File: src/hdl/tts_pkg.sv
// Shared types and constants for the template tag segmenter.
// No dependencies; every other file of the block uses this package.
package tts_pkg;

    // Default internal counter widths, handed down from the top level.
    localparam int OFFSET_BITS_DEF = 32;
    localparam int LINE_BITS_DEF   = 20;
    localparam int COLUMN_BITS_DEF = 16;

    // Fixed widths of the result fields.
    localparam int OUT_OFFSET_W = 32;
    localparam int OUT_LINE_W   = 20;
    localparam int OUT_COLUMN_W = 16;

    // Segment kinds as they appear on the result port.
    typedef enum logic [2:0] {
        KIND_LITERAL    = 3'd0,
        KIND_DIRECTIVE  = 3'd1,
        KIND_EXPRESSION = 3'd2,
        KIND_STATEMENT  = 3'd3,
        KIND_COMMENT    = 3'd4
    } t_kind;

    // Tag classification progress.
    typedef enum logic [2:0] {
        PH_AWAIT      = 3'd0,
        PH_DASH       = 3'd1,
        PH_DIRECTIVE  = 3'd2,
        PH_EXPRESSION = 3'd3,
        PH_STATEMENT  = 3'd4,
        PH_COMMENT    = 3'd5
    } t_phase;

    // One segment record.
    typedef struct packed {
        t_kind                     kind;
        logic                      unterminated;
        logic [OUT_OFFSET_W-1:0]   start_offset;
        logic [OUT_OFFSET_W-1:0]   segment_length;
        logic [OUT_LINE_W-1:0]     start_line;
        logic [OUT_COLUMN_W-1:0]   start_column;
        logic                      last_of_run;
    } t_result;

    // Which of the two record slots are written into the result queue.
    typedef struct packed {
        logic first;
        logic second;
    } t_push;

endpackage

File: src/hdl/template_tag_segmenter.sv
// Path: input register, then parse step writing into the result queue. Throughput: one
// byte per cycle while the queue has room for two records; a byte that yields two records
// (a literal and an unterminated-tag error) has both handed out in turn by the four-entry
// result queue. Reset (i_rst_n low, synchronous) empties the input register and the queue
// and returns the parse state to the start of a text.
//
// Structure: tts_core holds the input register and the per-byte parse step, which updates
// the position counters, the tag state and the classification phase together and
// writes the resulting records into tts_rqueue. The queue parts the input side from the
// result side, so a stalled result does not hold up parsing until the queue holds more
// than two records, and the input stall is driven only from registered state.
// End of text returns every counter to its reset value, so the next byte starts a new text.
module template_tag_segmenter #(
    parameter int OFFSET_BITS = tts_pkg::OFFSET_BITS_DEF,
    parameter int LINE_BITS   = tts_pkg::LINE_BITS_DEF,
    parameter int COLUMN_BITS = tts_pkg::COLUMN_BITS_DEF
) (
    input  logic                              i_clk,
    input  logic                              i_rst_n,
    // Request channel of text bytes.
    input  logic                              i_valid,
    output logic                              o_stall,
    input  logic [7:0]                        i_data_byte,
    input  logic                              i_end_of_text,
    // Request channel of segment records.
    output logic                              o_valid,
    input  logic                              i_stall,
    output logic [2:0]                        o_segment_kind,
    output logic                              o_unterminated,
    output logic [tts_pkg::OUT_OFFSET_W-1:0]  o_start_offset,
    output logic [tts_pkg::OUT_OFFSET_W-1:0]  o_segment_length,
    output logic [tts_pkg::OUT_LINE_W-1:0]    o_start_line,
    output logic [tts_pkg::OUT_COLUMN_W-1:0]  o_start_column,
    output logic                              o_last_of_run
);

    tts_pkg::t_push   push;
    tts_pkg::t_result rec0, rec1, result;
    logic             room;

    // Parse step: one text byte per cycle whenever the queue has room for two records.
    tts_core #(
        .OFFSET_BITS (OFFSET_BITS),
        .LINE_BITS   (LINE_BITS),
        .COLUMN_BITS (COLUMN_BITS)
    ) u_core (
        .i_clk         (i_clk),
        .i_rst_n       (i_rst_n),
        .i_valid       (i_valid),
        .i_data_byte   (i_data_byte),
        .i_end_of_text (i_end_of_text),
        .o_stall       (o_stall),
        .i_room        (room),
        .o_push        (push),
        .o_rec0        (rec0),
        .o_rec1        (rec1)
    );

    // Result queue: records leave in produced order, one per cycle while not stalled.
    tts_rqueue u_rqueue (
        .i_clk    (i_clk),
        .i_rst_n  (i_rst_n),
        .i_push   (push),
        .i_rec0   (rec0),
        .i_rec1   (rec1),
        .o_room   (room),
        .o_valid  (o_valid),
        .i_stall  (i_stall),
        .o_result (result)
    );

    // The record fields go out on separate ports.
    assign o_segment_kind   = result.kind;
    assign o_unterminated   = result.unterminated;
    assign o_start_offset   = result.start_offset;
    assign o_segment_length = result.segment_length;
    assign o_start_line     = result.start_line;
    assign o_start_column   = result.start_column;
    assign o_last_of_run    = result.last_of_run;

endmodule

File: src/hdl/tts_core.sv
// Input register and per-byte parse step of the template tag segmenter.
// Depends on tts_pkg; feeds up to two records per byte to tts_rqueue.
module tts_core #(
    parameter int OFFSET_BITS = tts_pkg::OFFSET_BITS_DEF,
    parameter int LINE_BITS   = tts_pkg::LINE_BITS_DEF,
    parameter int COLUMN_BITS = tts_pkg::COLUMN_BITS_DEF
) (
    input  logic             i_clk,
    input  logic             i_rst_n,
    input  logic             i_valid,
    input  logic [7:0]       i_data_byte,
    input  logic             i_end_of_text,
    output logic             o_stall,
    input  logic             i_room,
    output tts_pkg::t_push   o_push,
    output tts_pkg::t_result o_rec0,
    output tts_pkg::t_result o_rec1
);

    localparam logic [7:0] CH_LT      = 8'h3C;
    localparam logic [7:0] CH_PCT     = 8'h25;
    localparam logic [7:0] CH_GT      = 8'h3E;
    localparam logic [7:0] CH_DASH    = 8'h2D;
    localparam logic [7:0] CH_AT      = 8'h40;
    localparam logic [7:0] CH_EQ      = 8'h3D;
    localparam logic [7:0] CH_NL      = 8'h0A;
    localparam logic [7:0] CH_SPACE   = 8'h20;
    localparam logic [7:0] CH_WS_LO   = 8'h09;
    localparam logic [7:0] CH_WS_HI   = 8'h0D;

    localparam int OW = (OFFSET_BITS > tts_pkg::OUT_OFFSET_W) ? OFFSET_BITS
                                                              : tts_pkg::OUT_OFFSET_W;
    localparam int LW = (LINE_BITS > tts_pkg::OUT_LINE_W) ? LINE_BITS : tts_pkg::OUT_LINE_W;
    localparam int CW = (COLUMN_BITS > tts_pkg::OUT_COLUMN_W) ? COLUMN_BITS
                                                              : tts_pkg::OUT_COLUMN_W;

    function automatic logic [tts_pkg::OUT_OFFSET_W-1:0] off_out(
        input logic [OFFSET_BITS-1:0] v);
        logic [OW-1:0] w;
        w = OW'(v);
        return w[tts_pkg::OUT_OFFSET_W-1:0];
    endfunction

    function automatic logic [tts_pkg::OUT_LINE_W-1:0] line_out(
        input logic [LINE_BITS-1:0] v);
        logic [LW-1:0] w;
        w = LW'(v);
        return w[tts_pkg::OUT_LINE_W-1:0];
    endfunction

    function automatic logic [tts_pkg::OUT_COLUMN_W-1:0] col_out(
        input logic [COLUMN_BITS-1:0] v);
        logic [CW-1:0] w;
        w = CW'(v);
        return w[tts_pkg::OUT_COLUMN_W-1:0];
    endfunction

    // Input register.
    logic       r_in_valid;
    logic [7:0] r_byte;
    logic       r_eot;
    logic       fire;

    // Parse state.
    logic                   r_inside, r_pend_open, r_pend_close;
    tts_pkg::t_phase        r_phase;
    logic [OFFSET_BITS-1:0] r_pos, r_seg_start, r_lt_off;
    logic [LINE_BITS-1:0]   r_line, r_seg_line, r_lt_line;
    logic [COLUMN_BITS-1:0] r_col, r_seg_col, r_lt_col;

    // Next values after one byte, before the end-of-text return to reset.
    logic                   n_inside, n_pend_open, n_pend_close;
    tts_pkg::t_phase        n_phase;
    logic [OFFSET_BITS-1:0] n_pos, n_seg_start, n_lt_off;
    logic [LINE_BITS-1:0]   n_line, n_seg_line, n_lt_line;
    logic [COLUMN_BITS-1:0] n_col, n_seg_col, n_lt_col;

    logic            is_ws;
    logic            lit_emit, tag_emit, end_emit;
    tts_pkg::t_kind  tag_kind;
    tts_pkg::t_result lit_rec, tag_rec, end_rec;

    assign fire    = r_in_valid && i_room;
    assign o_stall = r_in_valid && !i_room;
    assign is_ws   = (r_byte == CH_SPACE) || ((r_byte >= CH_WS_LO) && (r_byte <= CH_WS_HI));

    always_ff @(posedge i_clk) begin
        if (!i_rst_n) begin
            r_in_valid <= 1'b0;
        end else if (!o_stall) begin
            r_in_valid <= i_valid;
        end
    end

    always_ff @(posedge i_clk) begin
        if (!o_stall && i_valid) begin
            r_byte <= i_data_byte;
            r_eot  <= i_end_of_text;
        end
    end

    // Next-state logic.
    always_comb begin
        n_inside     = r_inside;
        n_pend_open  = r_pend_open;
        n_pend_close = r_pend_close;
        n_phase      = r_phase;
        n_seg_start  = r_seg_start;
        n_seg_line   = r_seg_line;
        n_seg_col    = r_seg_col;
        n_lt_off     = r_lt_off;
        n_lt_line    = r_lt_line;
        n_lt_col     = r_lt_col;

        n_pos = (r_pos == '1) ? r_pos : r_pos + 1'b1;
        if (r_byte == CH_NL) begin
            n_line = (r_line == '1) ? r_line : r_line + 1'b1;
            n_col  = COLUMN_BITS'(1);
        end else begin
            n_line = r_line;
            n_col  = (r_col == '1) ? r_col : r_col + 1'b1;
        end

        if (!r_inside) begin
            if (r_pend_open && (r_byte == CH_PCT)) begin
                n_inside     = 1'b1;
                n_pend_open  = 1'b0;
                n_pend_close = 1'b0;
                n_phase      = tts_pkg::PH_AWAIT;
                n_seg_start  = r_lt_off;
                n_seg_line   = r_lt_line;
                n_seg_col    = r_lt_col;
            end else if (r_byte == CH_LT) begin
                n_pend_open = 1'b1;
                n_lt_off    = r_pos;
                n_lt_line   = r_line;
                n_lt_col    = r_col;
            end else begin
                n_pend_open = 1'b0;
            end
        end else if (r_pend_close && (r_byte == CH_GT)) begin
            n_inside     = 1'b0;
            n_pend_close = 1'b0;
            n_phase      = tts_pkg::PH_AWAIT;
            n_seg_start  = n_pos;
            n_seg_line   = n_line;
            n_seg_col    = n_col;
        end else begin
            n_pend_close = (r_byte == CH_PCT);
            priority case (r_phase)
                tts_pkg::PH_AWAIT: begin
                    if (!is_ws) begin
                        priority if (r_byte == CH_DASH) n_phase = tts_pkg::PH_DASH;
                        else if (r_byte == CH_AT)       n_phase = tts_pkg::PH_DIRECTIVE;
                        else if (r_byte == CH_EQ)       n_phase = tts_pkg::PH_EXPRESSION;
                        else                            n_phase = tts_pkg::PH_STATEMENT;
                    end
                end
                tts_pkg::PH_DASH: begin
                    n_phase = (r_byte == CH_DASH) ? tts_pkg::PH_COMMENT
                                                  : tts_pkg::PH_STATEMENT;
                end
                default: n_phase = r_phase;
            endcase
        end
    end

    always_ff @(posedge i_clk) begin
        if (!i_rst_n || (fire && r_eot)) begin
            r_inside     <= 1'b0;
            r_pend_open  <= 1'b0;
            r_pend_close <= 1'b0;
            r_phase      <= tts_pkg::PH_AWAIT;
            r_pos        <= '0;
            r_line       <= LINE_BITS'(1);
            r_col        <= COLUMN_BITS'(1);
            r_seg_start  <= '0;
            r_seg_line   <= LINE_BITS'(1);
            r_seg_col    <= COLUMN_BITS'(1);
            r_lt_off     <= '0;
            r_lt_line    <= LINE_BITS'(1);
            r_lt_col     <= COLUMN_BITS'(1);
        end else if (fire) begin
            r_inside     <= n_inside;
            r_pend_open  <= n_pend_open;
            r_pend_close <= n_pend_close;
            r_phase      <= n_phase;
            r_pos        <= n_pos;
            r_line       <= n_line;
            r_col        <= n_col;
            r_seg_start  <= n_seg_start;
            r_seg_line   <= n_seg_line;
            r_seg_col    <= n_seg_col;
            r_lt_off     <= n_lt_off;
            r_lt_line    <= n_lt_line;
            r_lt_col     <= n_lt_col;
        end
    end

    // Record outputs.
    always_comb begin
        lit_emit = !r_inside && r_pend_open && (r_byte == CH_PCT) && (r_lt_off > r_seg_start);
        tag_emit = r_inside && r_pend_close && (r_byte == CH_GT);
        end_emit = r_eot && (n_inside || (n_pos > n_seg_start));

        unique case (r_phase)
            tts_pkg::PH_DIRECTIVE:  tag_kind = tts_pkg::KIND_DIRECTIVE;
            tts_pkg::PH_EXPRESSION: tag_kind = tts_pkg::KIND_EXPRESSION;
            tts_pkg::PH_COMMENT:    tag_kind = tts_pkg::KIND_COMMENT;
            default:                tag_kind = tts_pkg::KIND_STATEMENT;
        endcase

        lit_rec.kind           = tts_pkg::KIND_LITERAL;
        lit_rec.unterminated   = 1'b0;
        lit_rec.start_offset   = off_out(r_seg_start);
        lit_rec.segment_length = off_out(r_lt_off - r_seg_start);
        lit_rec.start_line     = line_out(r_seg_line);
        lit_rec.start_column   = col_out(r_seg_col);
        lit_rec.last_of_run    = !end_emit;

        tag_rec.kind           = tag_kind;
        tag_rec.unterminated   = 1'b0;
        tag_rec.start_offset   = off_out(r_seg_start);
        tag_rec.segment_length = off_out(n_pos - r_seg_start);
        tag_rec.start_line     = line_out(r_seg_line);
        tag_rec.start_column   = col_out(r_seg_col);
        tag_rec.last_of_run    = !end_emit;

        end_rec.kind           = tts_pkg::KIND_LITERAL;
        end_rec.unterminated   = n_inside;
        end_rec.start_offset   = off_out(n_seg_start);
        end_rec.segment_length = off_out(n_pos - n_seg_start);
        end_rec.start_line     = line_out(n_seg_line);
        end_rec.start_column   = col_out(n_seg_col);
        end_rec.last_of_run    = 1'b1;

        o_rec1 = end_rec;
        if (lit_emit) begin
            o_rec0        = lit_rec;
            o_push.first  = fire;
            o_push.second = fire && end_emit;
        end else if (tag_emit) begin
            o_rec0        = tag_rec;
            o_push.first  = fire;
            o_push.second = fire && end_emit;
        end else begin
            o_rec0        = end_rec;
            o_push.first  = fire && end_emit;
            o_push.second = 1'b0;
        end
    end

endmodule

File: src/hdl/tts_rqueue.sv
// Four-entry result queue of the template tag segmenter.
// Depends on tts_pkg; takes up to two records a cycle and delivers one unless stalled.
module tts_rqueue (
    input  logic             i_clk,
    input  logic             i_rst_n,
    input  tts_pkg::t_push   i_push,
    input  tts_pkg::t_result i_rec0,
    input  tts_pkg::t_result i_rec1,
    output logic             o_room,
    output logic             o_valid,
    input  logic             i_stall,
    output tts_pkg::t_result o_result
);

    localparam int DEPTH = 4;
    localparam int PTR_W = $clog2(DEPTH);
    localparam int CNT_W = $clog2(DEPTH + 1);

    tts_pkg::t_result r_mem [DEPTH];
    logic [PTR_W-1:0] r_wr, r_rd;
    logic [CNT_W-1:0] r_count;
    logic [CNT_W-1:0] n_count;
    logic [PTR_W-1:0] wr_next;
    logic             pop;

    assign o_valid  = (r_count != '0);
    assign o_room   = (r_count <= CNT_W'(DEPTH - 2));
    assign o_result = r_mem[r_rd];
    assign pop      = o_valid && !i_stall;
    assign wr_next  = r_wr + 1'b1;
    assign n_count  = r_count + CNT_W'(i_push.first) + CNT_W'(i_push.second)
                      - CNT_W'(pop);

    always_ff @(posedge i_clk) begin
        if (!i_rst_n) begin
            r_wr    <= '0;
            r_rd    <= '0;
            r_count <= '0;
        end else begin
            r_wr    <= r_wr + PTR_W'(i_push.first) + PTR_W'(i_push.second);
            r_rd    <= r_rd + PTR_W'(pop);
            r_count <= n_count;
        end
    end

    always_ff @(posedge i_clk) begin
        if (i_push.first) begin
            r_mem[r_wr] <= i_rec0;
        end
        if (i_push.second) begin
            r_mem[wr_next] <= i_rec1;
        end
    end

endmodule

File: config.mk
export PLATFORM = sky130hd
export DESIGN_NAME = template_tag_segmenter
export DESIGN_NICKNAME = d
export VERILOG_FILES = /design/src/hdl/tts_pkg.sv /design/src/hdl/template_tag_segmenter.sv /design/src/hdl/tts_core.sv /design/src/hdl/tts_rqueue.sv
export SDC_FILE = /design/constraint.sdc
export NUM_CORES = 2
export LEC_CHECK = 0
export ABC_CLOCK_PERIOD_IN_PS = 11100
export CORE_MARGIN = 2
export CORE_UTILIZATION = 55
export DETAILED_ROUTE_END_ITERATION = 8
export DONT_BUFFER_PORTS = 1
export GPL_TIMING_DRIVEN = 0
export PLACE_DENSITY = 0.82
export SLEW_MARGIN = 20
export SYNTH_ARGS = -nofsm -noshare
export SYNTH_HDL_FRONTEND = slang
export SYNTH_SLANG_ARGS = --single-unit
File: constraint.sdc
create_clock -name i_clk -period 11.1 [get_ports i_clk]
set_input_delay 2.22 -clock i_clk [delete_from_list [all_inputs] [get_ports i_clk]]
set_output_delay 2.22 -clock i_clk [all_outputs]
set_load 0.01 [all_outputs]
==> flow_summary.yaml <==
run_status:
  outcome: "complete, no violations"
worst_setup_path:
  critPathCapture: "u_rqueue.r_mem[2][79]"
  slowest_stage: "o41ai_2"
  path_common_cell: "clkbuf_1"
  start_kind: "flop"
  worstPathRequired_ns: 11.42
  crit_type: "flop to flop"
  reg2reg_from: "u_core.r_byte[4]"
  critical_path.max_stage_delay_ns: 0.82
  ff2ff_setup_slack_ns: 1.38
  r2r_end: "u_rqueue.r_mem[2][79]"
  startpoint: "u_core.r_byte[4]"
  end_kind: "flop"
  reg2reg_depth: 21
  critPathArrivalTime_ns: 10.04
  crit_chain: "nor4_2 -> nand3_1 -> nand2_1 -> clkbuf_1 -> o21ai_0 -> a21oi_1 -> ha_1 -> clkbuf_1 -> and3_1 -> clkbuf_1 -> nand4_1 -> nor3_1 -> and2_1 -> nand4_1 -> o41ai_2 -> a21oi_4 -> o211ai_1 -> buf_2 -> nand2_4 -> buf_12 -> buf_16"
  critPathMaxFanout: 47
clock_tree:
  cts-root-buf: "clkbuf_16"
  cts_tree: "yes"
  clkSinkCount: 647
  cts-htree-levels: 3
  clkLatencyLatePin_ns: 0.67
  cts_resized: 0
  cts_inserted_buffers: 71
  cts_hold_buffers: 0
  path_clk_slew_ns: 0.06
  cts_buffer_depth: 3
  post_cts_buffers: 0
timing:
  max_slew_margin_pct: 13.1
  worst_pin_slew_ns: 1.30
  final-hold-violation-count: 0
  period_minus_slack_ns: 9.72
  setup_viol: 0
  maxSlewViolCount: 0
  fin_tns_setup_ns: 0
  fin_crit_sh_pct: 87.6
  rsz0062_at_grt: "false"
  finalClockSkew_ns: 0.0571
  fmax_ghz: 0.103
synthesis:
  avgSynthCellArea_um2: 10.1
  synth.area.mux_share_pct: 8.83
  synth-xor-area-share_pct: 3.95
  yosysWarnings: 0
  syn_inst: 3581
  synth_edf_count: 413
  synth-compound-area-share_pct: 19.3
  synth_cell_types: 91
  synth_seq_cells: 647
  synth_flop_cell: "edfxtp_1"
  syn_area_um2: 36100
  synth_top_family_by_area: "compound AO/OA/AOI/OAI gates"
  syn_nets: 3697
  synth_fa_ha_area_share_pct: 3.67
  async_flop_share_pct: 0
  yosys.area_share.simple_pct: 12.9
  seq_area_frac_synth_pct: 47.3
grt:
  grt_pass1_wl_um: 194000
  grt_max_degree: 48
  grt-ovfl-total: 0
  antenna_found_initial: 8
  gr-usage-all-layers_pct: 38.7
  grt_pass1_vias: 30300
route:
  routedWlPerCell_um: 29.2
  drt_first_iter_violations: 5015
  viasPerCell: 7.14
  antenna_left: 0
  drt_wl_total_um: 134000
  first_pass_iters: 8
  drc: 0
  vias: 32700
placed_design:
  place.gp.congestion: 1.07
  io_buffers: 0
  dp_cells: 4445
  hpwlAfterDp_um: 97800
pwr:
  leakagePower_nw: 13.3
  power_density_nw_per_um2: 190
  power_mw: 7.59
  ir_drop_v: 0.000126
final_layout:
  nets: 3780
  fill_cells: 5242
  register_area_um2: 17100
  layout_commonest_cell: "edfxtp_1"
  synthToLayoutAreaGrowth_pct: 10.4
  stdcell_count: 4581
  final_cell_mix: "413 x edfxtp_1, 371 x nand2_1, 362 x o22ai_1"
  multiInputGateArea_um2: 17600
  drive_gt1_share_pct: 9.59
floorplan:
  rows: 93
  design.die.area_um2: 67800
  io_pins: 120
  fp.dieH_um: 260
  core-area_um2: 64700
  dieWidth_um: 260
  start_util_pct: 55.8
hold_path:
  min_path_type: "flop to flop"
  hold_start: "u_core.r_lt_col[8]"
  worstHoldPathCells: 2
run:
  max_cap_viol_count: 0
-- cell families (layout without fill, tap and decap cells) --
kind of cell | after synthesis | after routing
AND/OR/NAND/NOR | 1014 | 1014
XOR/XNOR | 162 | 162
buffers and inverters | 339 | 480
AO/OA/AOI/OAI | 1129 | 1129
flip-flops | 647 | 647
multiplexers | 187 | 187
other | 0 | 4
adder cells (fa/ha/maj) | 103 | 103
-- registers in the layout, indices dropped and copies added, names as in the netlist --
register / count
u_rqueue.r_mem: 420
u_core.r_pend_open: 1
u_core.r_phase: 3
u_core.r_lt_line: 20
u_rqueue.r_rd: 2
u_core.r_lt_col: 16
u_rqueue.r_wr: 2
u_core.r_eot: 1
u_core.r_seg_start: 32
u_core.r_seg_line: 20
u_core.r_lt_off: 32
u_core.r_line: 20
u_core.r_in_valid: 1
u_core.r_pend_close: 1
u_core.r_inside: 1
u_rqueue.r_count: 3
u_core.r_byte: 8
u_core.r_pos: 32
u_core.r_col: 16
u_core.r_seg_col: 16
-- worst max-delay path, delay by kind of cell, from the launching register on --
family	cells	cell delay [ns]
fa+ha+maj	1	0.27
simple gates	9	3.63
flops	1	0.49
buf+inv	6	2.52
compound gates	5	2.37
-- synth_stat cells (18+ instances only) --
master,number,area share (%)
nor2_1,293,3.0
buf_4,18,0.37
o22ai_1,362,6.3
mux4_2,105,6.5
nor2b_1,28,0.48
a21o_1,56,1.2
o21ai_0,170,2.4
and3_1,25,0.43
o22a_1,19,0.46
nand4_1,42,0.73
dfxtp_1,234,13
nor3_1,44,0.61
xor2_1,76,1.8
mux2i_1,77,2.1
clkbuf_1,158,1.6
nand3_1,75,1.0
o21a_1,18,0.37
and2_1,24,0.42
o21ai_1,26,0.36
or3_1,23,0.40
ha_1,98,3.4
buf_1,22,0.23
edfxtp_1,413,34
xnor2_1,85,2.1
a21oi_1,287,4.0
inv_1,69,0.72
nand2_1,375,3.9
a211oi_1,44,0.91
buf_2,64,0.89
-- report_power, final --
part           total, mW  internal, mW  switching (mW)
Combinational       2.42         0.837            1.59
Sequential          2.68          2.63          0.0564
Clock               2.48          1.41            1.07
-- final cells by class --
cell class,instances,share of cell area (%)
diodes,4,0.0251
plain buffers,270,3.01
clock buffers,99,4.94
clock inverters,32,1.12
inverters,69,0.649
multi-input cells,2595,44.2
flip-flops and latches,647,42.8
well taps,855,2.68
repair buffers,10,0.552
-- per-stage QoR --
step                worst slack [ns]  utilization (%)  instance area [um^2]  hold WS (ns)
detailed placement              2.27             57.9                 37400         0.462
global placement               -1.05             57.5                 37200         0.444
global route                    1.50             61.6                 39900         0.491
floorplan                       3.70                -                 36100         0.435
finish                          1.38             61.7                 39900         0.474
CTS                             2.18             61.6                 39900         0.474
-- routing by layer --
metal  part of all wire, %  GRT usage [%]
met3                    14           10.5
met5                 0.029              0
met1                    36           50.4
met4                   7.2           23.2
met2                    43           58.1
-- how the worst min path moves through the flow --
stage / endpoint / slack (ns)
final: u_core.r_lt_col[8] / 0.47
after global routing: u_core.r_lt_col[8] / 0.49
after CTS: u_core.r_lt_col[8] / 0.47
after detailed placement: u_rqueue.r_mem[1][103] / 0.46
after global placement: u_rqueue.r_mem[1][0] / 0.44
after floorplan: u_rqueue.r_mem[2][0] / 0.44
Power figures use the tool's default switching activity.
